### config.mk
export PLATFORM = sky130hd
export DESIGN_NAME = sclacc_queue
export DESIGN_NICKNAME = d
export VERILOG_FILES = /design/src/sclacc_pkg.sv /design/src/sclacc_queue.sv
export SDC_FILE = /design/constraint.sdc
export NUM_CORES = 1
export LEC_CHECK = 0
export BUFFER_PORTS_ARGS = -buffer_cell sky130_fd_sc_hd__buf_2
export CAP_MARGIN = 5
export CORE_ASPECT_RATIO = 0.9
export CORE_MARGIN = 2
export CORE_UTILIZATION = 40
export CTS_CLUSTER_DIAMETER = 100
export CTS_CLUSTER_SIZE = 30
export DETAILED_ROUTE_END_ITERATION = 12
export PLACE_DENSITY_LB_ADDON = 0.12
export SKIP_LAST_GASP = 1
export SLEW_MARGIN = 5
export SYNTH_ARGS = -nofsm -noshare
export SYNTH_HDL_FRONTEND = slang
export SYNTH_SLANG_ARGS = --single-unit
### constraint.sdc
create_clock -name clk -period 6.7 [get_ports clk]
set_clock_uncertainty 0.2 [all_clocks]
set_input_delay 2.01 -clock clk [delete_from_list [all_inputs] [get_ports clk]]
set_output_delay 2.01 -clock clk [all_outputs]
set_load 0.05 [all_outputs]
### src/sclacc_pkg.sv
`default_nettype none
package sclacc_pkg;

  localparam int FRAC_BITS = 16;
  localparam int ACC_W     = 48;
  localparam int SAT_W     = ACC_W + 3;
  localparam int PROD_W    = 2 * ACC_W;
  localparam int MUL_STEP  = 16;
  localparam int MUL_N     = ACC_W / MUL_STEP;
  localparam int MUL_CNT_W = $clog2(MUL_N + 1);
  localparam int K_W       = FRAC_BITS + 2;
  localparam int TAU_W     = FRAC_BITS + 1;
  localparam int CFG_IDX_W = 2;
  localparam int CFG_DATA_W = 31;
  localparam int IN_DATA_W  = 160;
  localparam int OUT_DATA_W = 6 * ACC_W;

  localparam logic [CFG_IDX_W-1:0] CFG_IDX_WIDTH = 2'd0;
  localparam logic [CFG_IDX_W-1:0] CFG_IDX_RECIP = 2'd1;
  localparam logic [CFG_IDX_W-1:0] CFG_IDX_TAU   = 2'd2;

  localparam logic [16:0] Q_ONE = 17'h10000;
  localparam logic signed [ACC_W-1:0] ONE_ACC =
    {{(ACC_W-FRAC_BITS-1){1'b0}}, 1'b1, {FRAC_BITS{1'b0}}};
  localparam logic signed [K_W-1:0] ONE_K =
    {1'b0, 1'b1, {FRAC_BITS{1'b0}}};

  typedef enum logic [1:0] {
    REG_OUT_LO,
    REG_IN_NEG,
    REG_IN_POS,
    REG_OUT_HI
  } region_t;

  typedef struct packed {
    logic [30:0] width;
    logic [30:0] recip;
    logic [16:0] qlevel;
  } cfg_t;

  typedef struct packed {
    logic signed [ACC_W-1:0] r;
    region_t                 region;
    logic signed [K_W-1:0]   k;
    logic [30:0]             w;
    logic signed [31:0]      lpsi;
    logic [30:0]             e;
    logic                    last;
  } work_t;

  function automatic logic signed [SAT_W-1:0] ext_acc(input logic signed [ACC_W-1:0] v);
    return {{(SAT_W-ACC_W){v[ACC_W-1]}}, v};
  endfunction

  function automatic logic signed [ACC_W-1:0] sat_acc(input logic signed [SAT_W-1:0] v);
    logic all1;
    logic all0;
    all1 = &v[SAT_W-1:ACC_W-1];
    all0 = ~|v[SAT_W-1:ACC_W-1];
    if (v[SAT_W-1] && !all1) return {1'b1, {(ACC_W-1){1'b0}}};
    if (!v[SAT_W-1] && !all0) return {1'b0, {(ACC_W-1){1'b1}}};
    return v[ACC_W-1:0];
  endfunction

  function automatic logic signed [ACC_W-1:0] sadd(input logic signed [ACC_W-1:0] a,
                                                  input logic signed [ACC_W-1:0] b);
    return sat_acc(ext_acc(a) + ext_acc(b));
  endfunction

  // drop fraction bits of an unsigned product, saturate and apply sign
  function automatic logic signed [ACC_W-1:0] qsat(input logic neg,
                                                  input logic [PROD_W-1:0] prod);
    logic [ACC_W-1:0] mid;
    logic [ACC_W-1:0] lim;
    logic [ACC_W-1:0] mag;
    logic             hi_nz;
    hi_nz = |prod[PROD_W-1:FRAC_BITS+ACC_W];
    mid   = prod[FRAC_BITS+ACC_W-1:FRAC_BITS];
    lim   = neg ? {1'b1, {(ACC_W-1){1'b0}}} : {1'b0, {(ACC_W-1){1'b1}}};
    mag   = (hi_nz || mid > lim) ? lim : mid;
    return neg ? signed'(ACC_W'(-mag)) : signed'(mag);
  endfunction

  function automatic logic [TAU_W-1:0] tau_of(input logic [16:0] qlevel);
    logic [16:0]            tq;
    logic [16+FRAC_BITS:0]  sh;
    tq = (qlevel > Q_ONE) ? Q_ONE : qlevel;
    sh = {tq, {FRAC_BITS{1'b0}}};
    return sh[16+FRAC_BITS:16];
  endfunction

endpackage
`default_nettype wire

### src/sclacc_queue.sv
`default_nettype none
module sclacc_queue import sclacc_pkg::*; (
  input  logic  clk,
  input  logic  rst_n,
  input  logic  push,
  input  work_t din,
  output logic  full,
  input  logic  pop,
  output work_t dout,
  output logic  empty
);

  localparam int DEPTH = 4;
  localparam int PTR_W = $clog2(DEPTH);

  work_t            mem_r [DEPTH];
  logic [PTR_W-1:0] wptr_r;
  logic [PTR_W-1:0] rptr_r;
  logic [PTR_W:0]   count_r;

  assign full  = count_r == (PTR_W+1)'(DEPTH);
  assign empty = count_r == '0;
  assign dout  = mem_r[rptr_r];

  always_ff @(posedge clk) begin
    if (!rst_n) begin
      wptr_r  <= '0;
      rptr_r  <= '0;
      count_r <= '0;
    end else begin
      if (push) begin
        mem_r[wptr_r] <= din;
        wptr_r        <= wptr_r + 1'b1;
      end
      if (pop) rptr_r <= rptr_r + 1'b1;
      if (push && !pop) count_r <= count_r + 1'b1;
      else if (pop && !push) count_r <= count_r - 1'b1;
    end
  end

endmodule
`default_nettype wire

==> metrics.md, run 1 <==
| Metric | Value |
|---|---|
| Hold-critical path depth | 2 |
| RSZ-0062 raised after global routing | false |
| 1st-iter DRT viols | 725 |
| Cell variety after synth | 23 |
| Die width | 262 µm |
| Crit path arrival time | 2.82 ns |
| Routability cong. | roughly 0.7 |
| I/O pin cnt | around 330 |
| Clk slew on worst S/H paths | around 0.11 ns |
| Starting density of the core | 40.3% |
| CP delay by family, top | flip-flops |
| Area leader, netlist | edfxtp_1 |
| TNS Setup | 0 ns |
| Startpoint Class | flop |
| Leak pwr | about 9 nW |
| Period utilization | 75.1% |
| Core Box Area | between 50000 and 60000 µm² |
| Sequential cell area | slightly below 20000 µm² |
| Fmax | 199 MHz |
| Worst R2R Path Depth | 4 |
| Synthesized instance count | just under 900 |
| Drt first pass iters | 6 |
| Status | complete, no violations |
| Crit. End Element | output port |
| Dpl hpwl | ~28 mm |
| Final Setup Violations | 0 |
| Hold_sp | count_r[2] |
| Min cycle time layout | between 5 and 6 ns |
| Post-CTS Setup Bufs | 0 |
| # Max-Cap Violations | 0 |
| Congestion Overflow GR | 0 |
| Post-synthesis sequential area ratio | approximately 83% |
| Share of the synthesized area in the top cell type | 81.8% |
| Worst flop-to-flop path startpoint | wptr_r[0] |
| Buf/Inv on CP | 2 |
| # fillers | 4974 |
| Non-Filler Instances | ~2000 |
| First-pass GRT wire length | approximately 70 mm |
| Max H-tree Level | 1 |
| Root buffer selected by CTS | clkbuf_16 |
| Pins Over Slew Limit | 0 |
| CTS Hold Bufs | 0 |
| Post-route DRC | 0 |
| Synth warn | 0 |
| Clock Sinks | roughly 660 |
| Syn Nets | 1068 |
| Resized Gates After CTS | 0 |
| Overall Global Routing Usage | 15.0% |
| Worst stage delay on the critical path | around 0.85 ns |
| Rel. slew slack | between 40 and 50% |
| Worst-Margin Slew | roughly 0.9 ns |
| Per-cell routed wire length | 23.1 µm |
| Longest Clk Path Bufs | 3 |
| CTS Buf Count | 26 |
| Vias per cell | roughly 5.1 |
| Average size of a mapped cell | 26.7 µm² |
| Ratio of cells with drive above 1 in the final layout | a little over two fifths |
| P&R area growth vs syn | 14.4% |
| WP depth | 3 |
| Multi-input logic area | between 3000 and 4000 µm² |
| Antenna violations before repair | 13 |
| Top cells by area, synth | edfxtp_1 82%, mux4_2 15%, dfxtp_1 0.75% |
| # rows | 85 |
| Number of global-route vias before repair | between 10000 and 15000 |
| Hold Violations, Final | 0 |
| Total Wirelength | around 47 mm |
| Highest-delay cell along the critical path | dfxtp_4 |
| Worst vdd ir | between 0.0002 and 0.00025 V |
| Die Height | 236 µm |
| DIE AREA | approximately 60000 µm² |
| Worst skew pair latency | about 0.59 ns |
| Post-Place Cells | a little under 2000 |
| Setup Crit Path Kind | reg -> out |
| CP Cell Sequence | buf_4 > mux4_2 > buf_2 |
| Post-DRT Antenna Nets | 0 |
| Hold Crit Class | reg -> reg |
| CTS tree | built |
| Post-Synthesis Cell Area | around 24000 µm² |
| PwrDens | between 200 and 300 nW/µm² |
| Synthesis-stage register bit count | around 660 |
| Worst-path maximum fanout | 34 |
| Largest net degree at the start of global routing | 86 |
| Final net count | roughly 1400 |
| Buffers on Ports | between 300 and 400 |
| Via Count | 10400 |
| Critical Path RT | roughly 4.5 ns |
[path summary, 6_finish.rpt]
path | end | slack (ns)
max | dout[23] | 1.67
max reg2reg | mem_r[0][124] | 4.25
min reg2reg | count_r[2] | 0.33
min | count_r[2] | 0.33
[kinds of logic after synthesis]
kind of cell    count (synthesis)  share of synthesized area (%)
fa+ha+maj                       6                          0.345
mux                           165                           15.4
buf+inv                        41                           1.05
simple gates                   15                          0.382
compound gates                  2                         0.0523
xor+xnor                        5                          0.183
flops                         661                           82.6
[worst min-delay path, cell delays in order (launching register included)]
cell      delay [ns]
dfxtp_1         0.34
o21ai_0         0.08
a21boi_0        0.08
[area by class of cell]
class | instances | area share [%]
Tap cell | 783 | 3.58
Multi-Input combinational cell | 193 | 14.4
Timing Repair Buffer | 347 | 6.94
Clock buffer | 35 | 2.58
Sequential cell | 661 | 72.2
Clock inverter | 7 | 0.242
Antenna cell | 4 | 0.0365
Inverter | 4 | 0.0548
[Yosys cell counts, drive strengths merged]
master / count
nor3: 1
or3: 1
fa: 1
buf: 33
inv: 4
nor3b: 1
mux2i: 2
a21boi: 1
o21ai: 1
edfxtp: 652
mux4: 163
nor2b: 2
dfxtp: 9
and2: 5
xnor2: 2
xor2: 3
nand2: 1
and3: 4
clkbuf: 4
ha: 5
[flip-flops by register name (all words and copies together), names as in the netlist, named ones only]
signal	count
wptr_r	2
mem_r	652
rptr_r	2
count_r	3
[power by group]
part           internal, W  switching [W]
sequential         0.00466      0.0000508
combinational     0.000341       0.000786
clock             0.000793        0.00118
[cells in the final DEF (no fill, tap or decap), drive strengths merged, types with 2 or more instances in the layout]
cell / Yosys / routed
and2: 5 / 5
and3: 4 / 4
inv: 4 / 6
mux2i: 2 / 2
xor2: 3 / 3
edfxtp: 652 / 652
diode: 0 / 4
buf: 33 / 347
nor2b: 2 / 2
clkinv: 0 / 3
xnor2: 2 / 2
ha: 5 / 5
clkbuf: 4 / 35
mux4: 163 / 163
dfxtp: 9 / 9
[routing by layer]
layer / wire, µm / up-vias / track usage, % / part of all wire (%)
met5: 230 / - / 0.873 / 0.49
met4: 723 / 26 / 2.29 / 1.5
met3: 3310 / 57 / 4.17 / 7.0
met2: 22500 / 238 / 23.8 / 48
met1: 20300 / 5534 / 21.2 / 43
li1: - / 4520 / - / -
[stage by stage]
stage | worst slack (ns) | instance area (µm²) | total power [W] | utilization [%] | hold WS [ns]
finish | 1.67 | 27400 | 0.00781 | 46.1 | 0.334
global route | 1.40 | 27400 | 0.00810 | 46.1 | 0.391
CTS | 1.48 | 27400 | 0.00794 | 46.0 | 0.340
detailed placement | 2.16 | 26600 | 0.00596 | 44.8 | 0.321
global placement | 2.18 | 26600 | 0.00595 | 44.8 | 0.294
floorplan | 0.161 | 23900 | 0.00564 | - | 0.272
Note: power is estimated with default switching activity, not from simulation.
==> run 2, diff against run 1 <==
==> constraint.sdc (replaced) <==
create_clock -name clk -period 4.7 [get_ports clk]
set_clock_uncertainty 0.2 [all_clocks]
set_input_delay 1.41 -clock clk [delete_from_list [all_inputs] [get_ports clk]]
set_output_delay 1.41 -clock clk [all_outputs]
set_load 0.05 [all_outputs]
==> run 2 against run 1 <==
  * Sequential share of layout area decreased by 1.0 points
  * Largest power group unchanged
  * Final area increased by 1.5%
  * Critical path type unchanged
  * Routed wire length increased by 2.7%
  * Hold slack got worse by 0.017 ns
  * Register-to-register slack got worse by 1.8 ns
  * Highest routed layer unchanged
==> metrics.md, run 2 (synthesis results as in run 1) <==
| Metric | Value |
|---|---|
| Largest register FFs | 652 (unchanged) |
| Congestion Overflow GR | 0 (unchanged) |
| Overall Global Routing Usage | 15.6% (+0.60 points) |
| CP delay by family, top | flip-flops |
| 1st-iter DRT viols | 681 (-6.1%) |
| Worst skew pair latency | 0.61 ns (+0.02 ns) |
| Multi-input logic area | 3940 µm² (unchanged) |
| Core Box Area | 59500 µm² (unchanged) |
| Sequential cell area | 19800 µm² (unchanged) |
| Worst-path maximum fanout | 25 (-26%) |
| Pins Over Slew Limit | 0 (unchanged) |
| Final Setup Violations | 0 (unchanged) |
| Longest Clk Path Bufs | 3 (unchanged) |
| Reg with most FFs | mem_r |
| Biggest regs | mem_r x652, count_r x3 |
| Ratio of cells with drive above 1 in the final layout | 45.4% (+1.6 points) |
| Dpl hpwl | 31.1 mm (+11%) |
| Max H-tree Level | 1 (unchanged) |
| Number of global-route vias before repair | 11200 (+1.9%) |
| Root buffer selected by CTS | clkbuf_16 |
| Final net count | 1440 (+2.4%) |
| Worst vdd ir | 0.000299 V (+39%) |
| Hold Violations, Final | 0 (unchanged) |
| Hold Crit Class | reg -> reg |
| CTS Buf Count | 27 (+3.8%) |
| I/O pin cnt | 332 (unchanged) |
| Period utilization | 89.7% |
| Starting density of the core | 40.3% (unchanged) |
| Worst stage delay on the critical path | 0.72 ns (-0.13 ns) |
| Total Wirelength | 48.3 mm (+2.7%) |
| Most frequent cells in the layout | 652 x edfxtp_1, 331 x buf_2, 163 x mux4_2, 31 x buf_4, 27 x clkbuf_16 |
| TNS Setup | 0 ns (unchanged) |
| Via Count | 10500 (+0.75%) |
| Overall power | 0.0112 W (+44%) |
| Status | complete, no violations |
| Resized Gates After CTS | 0 (unchanged) |
| CP Cell Sequence | buf_4 > mux4_2 > buf_2 |
| Fmax | around 240 MHz |
| Per-cell routed wire length | 23.4 µm (+0.92%) |
| Critical Path RT | 3.09 ns (-1.40 ns) |
| Vias per cell | 5.05 (-1.0%) |
| Post-CTS Setup Bufs | 0 (unchanged) |
| Clock Sinks | 661 (unchanged) |
| Crit path arrival time | 2.61 ns (-0.21 ns) |
| Rel. slew slack | 45.5% (+5.3 points) |
| Buf/Inv on CP | 2 (unchanged) |
| Largest net degree at the start of global routing | 82 (-4.7%) |
| CTS Hold Bufs | 0 (unchanged) |
| CTS tree | built |
| Die Height | 236 µm (unchanged) |
| Die width | 262 µm (unchanged) |
| # rows | 85 (unchanged) |
| PwrDens | 404 nW/µm² (+42%) |
| Min cycle time layout | about 4.2 ns |
| Post-DRT Antenna Nets | 0 (unchanged) |
| Leak pwr | 9.03 nW (+2.5%) |
| Non-Filler Instances | 2070 (+1.8%) |
| Clk slew on worst S/H paths | 0.11 ns (about the same) |
| Buffers on Ports | 331 (unchanged) |
| Commonest non-fill, non-tap cell in the layout | edfxtp_1 |
| First-pass GRT wire length | 72.0 mm (+3.1%) |
| # fillers | 4927 (-0.94%) |
| Post-Place Cells | 2021 (+1.7%) |
| Antenna violations before repair | 14 (+1) |
| P&R area growth vs syn | 16.1% |
| Worst-Margin Slew | 0.818 ns (-0.0800 ns) |
| Setup Crit Path Kind | reg -> out |
| # Max-Cap Violations | 0 (unchanged) |
| RSZ-0062 raised after global routing | false |
| Drt first pass iters | 5 (-1) |
| Startpoint Class | flop |
| Crit. End Element | output port |
| Routability cong. | 0.724 (+2.1%) |
| Highest-delay cell along the critical path | dfxtp_4 |
| DIE AREA | 61800 µm² (unchanged) |
| Post-route DRC | 0 (unchanged) |
-- run 2: routing by layer --
metal  vias to the layer above  GRT usage, %  share of wire (%)  wire length (µm)
li1                       4591             -                  -                 -
met1                      5562          20.6                 41             19900
met2                       224          26.0                 50             24200
met3                        54          4.66                7.3              3540
met4                        22          2.51                1.3               651
met5                         -             0               0.28               134
-- run 2: final timing paths --
| check | depth (start not counted) | slack (ns) | from | endpoint |
|---|---|---|---|---|
| setup / recovery | 3 | 0.48 | flop | dout[145] |
| hold / removal | 2 | 0.32 | count_r[2] | count_r[2] |
| setup reg to reg | 4 | 2.42 | wptr_r[0] | mem_r[0][34] |
| hold reg to reg | 2 | 0.32 | count_r[2] | count_r[2] |
-- run 2: area by class of cell --
type                       instances  area share [%]
clock inverter                     7           0.396
tap                              783            3.53
timing repair buffer             380            8.10
sequential                       661            71.1
antenna                            6          0.0540
clock buffer                      36            2.55
multi-input combinational        193            14.2
inverter                           4          0.0540
-- run 2: through the flow --
step                      setup slack (ns)  cell area, µm²  util, %  hold WS [ns]
after floorplan                      0.415           23900        -         0.272
after global placement                1.09           27000     45.3         0.299
after detailed placement              1.07           27000     45.3         0.307
after CTS                            0.392           27800     46.7         0.324
after global routing                 0.309           27800     46.7         0.362
final                                0.484           27800     46.7         0.317
-- run 2: tightest hold or removal path, delay by kind of cell (launching register included) --
family	cells	cell delay, ns
AOI/OAI and AO/OA	2	0.13
DFF	1	0.34
-- run 2: power breakdown --
part | leakage (nW) | internal (W) | switching [W]
logic | 2.64 | 0.000517 | 0.00114
clock network | 0.392 | 0.00115 | 0.00172
registers | 6.00 | 0.00664 | 0.0000650
total | 9.03 | 0.00831 | 0.00293
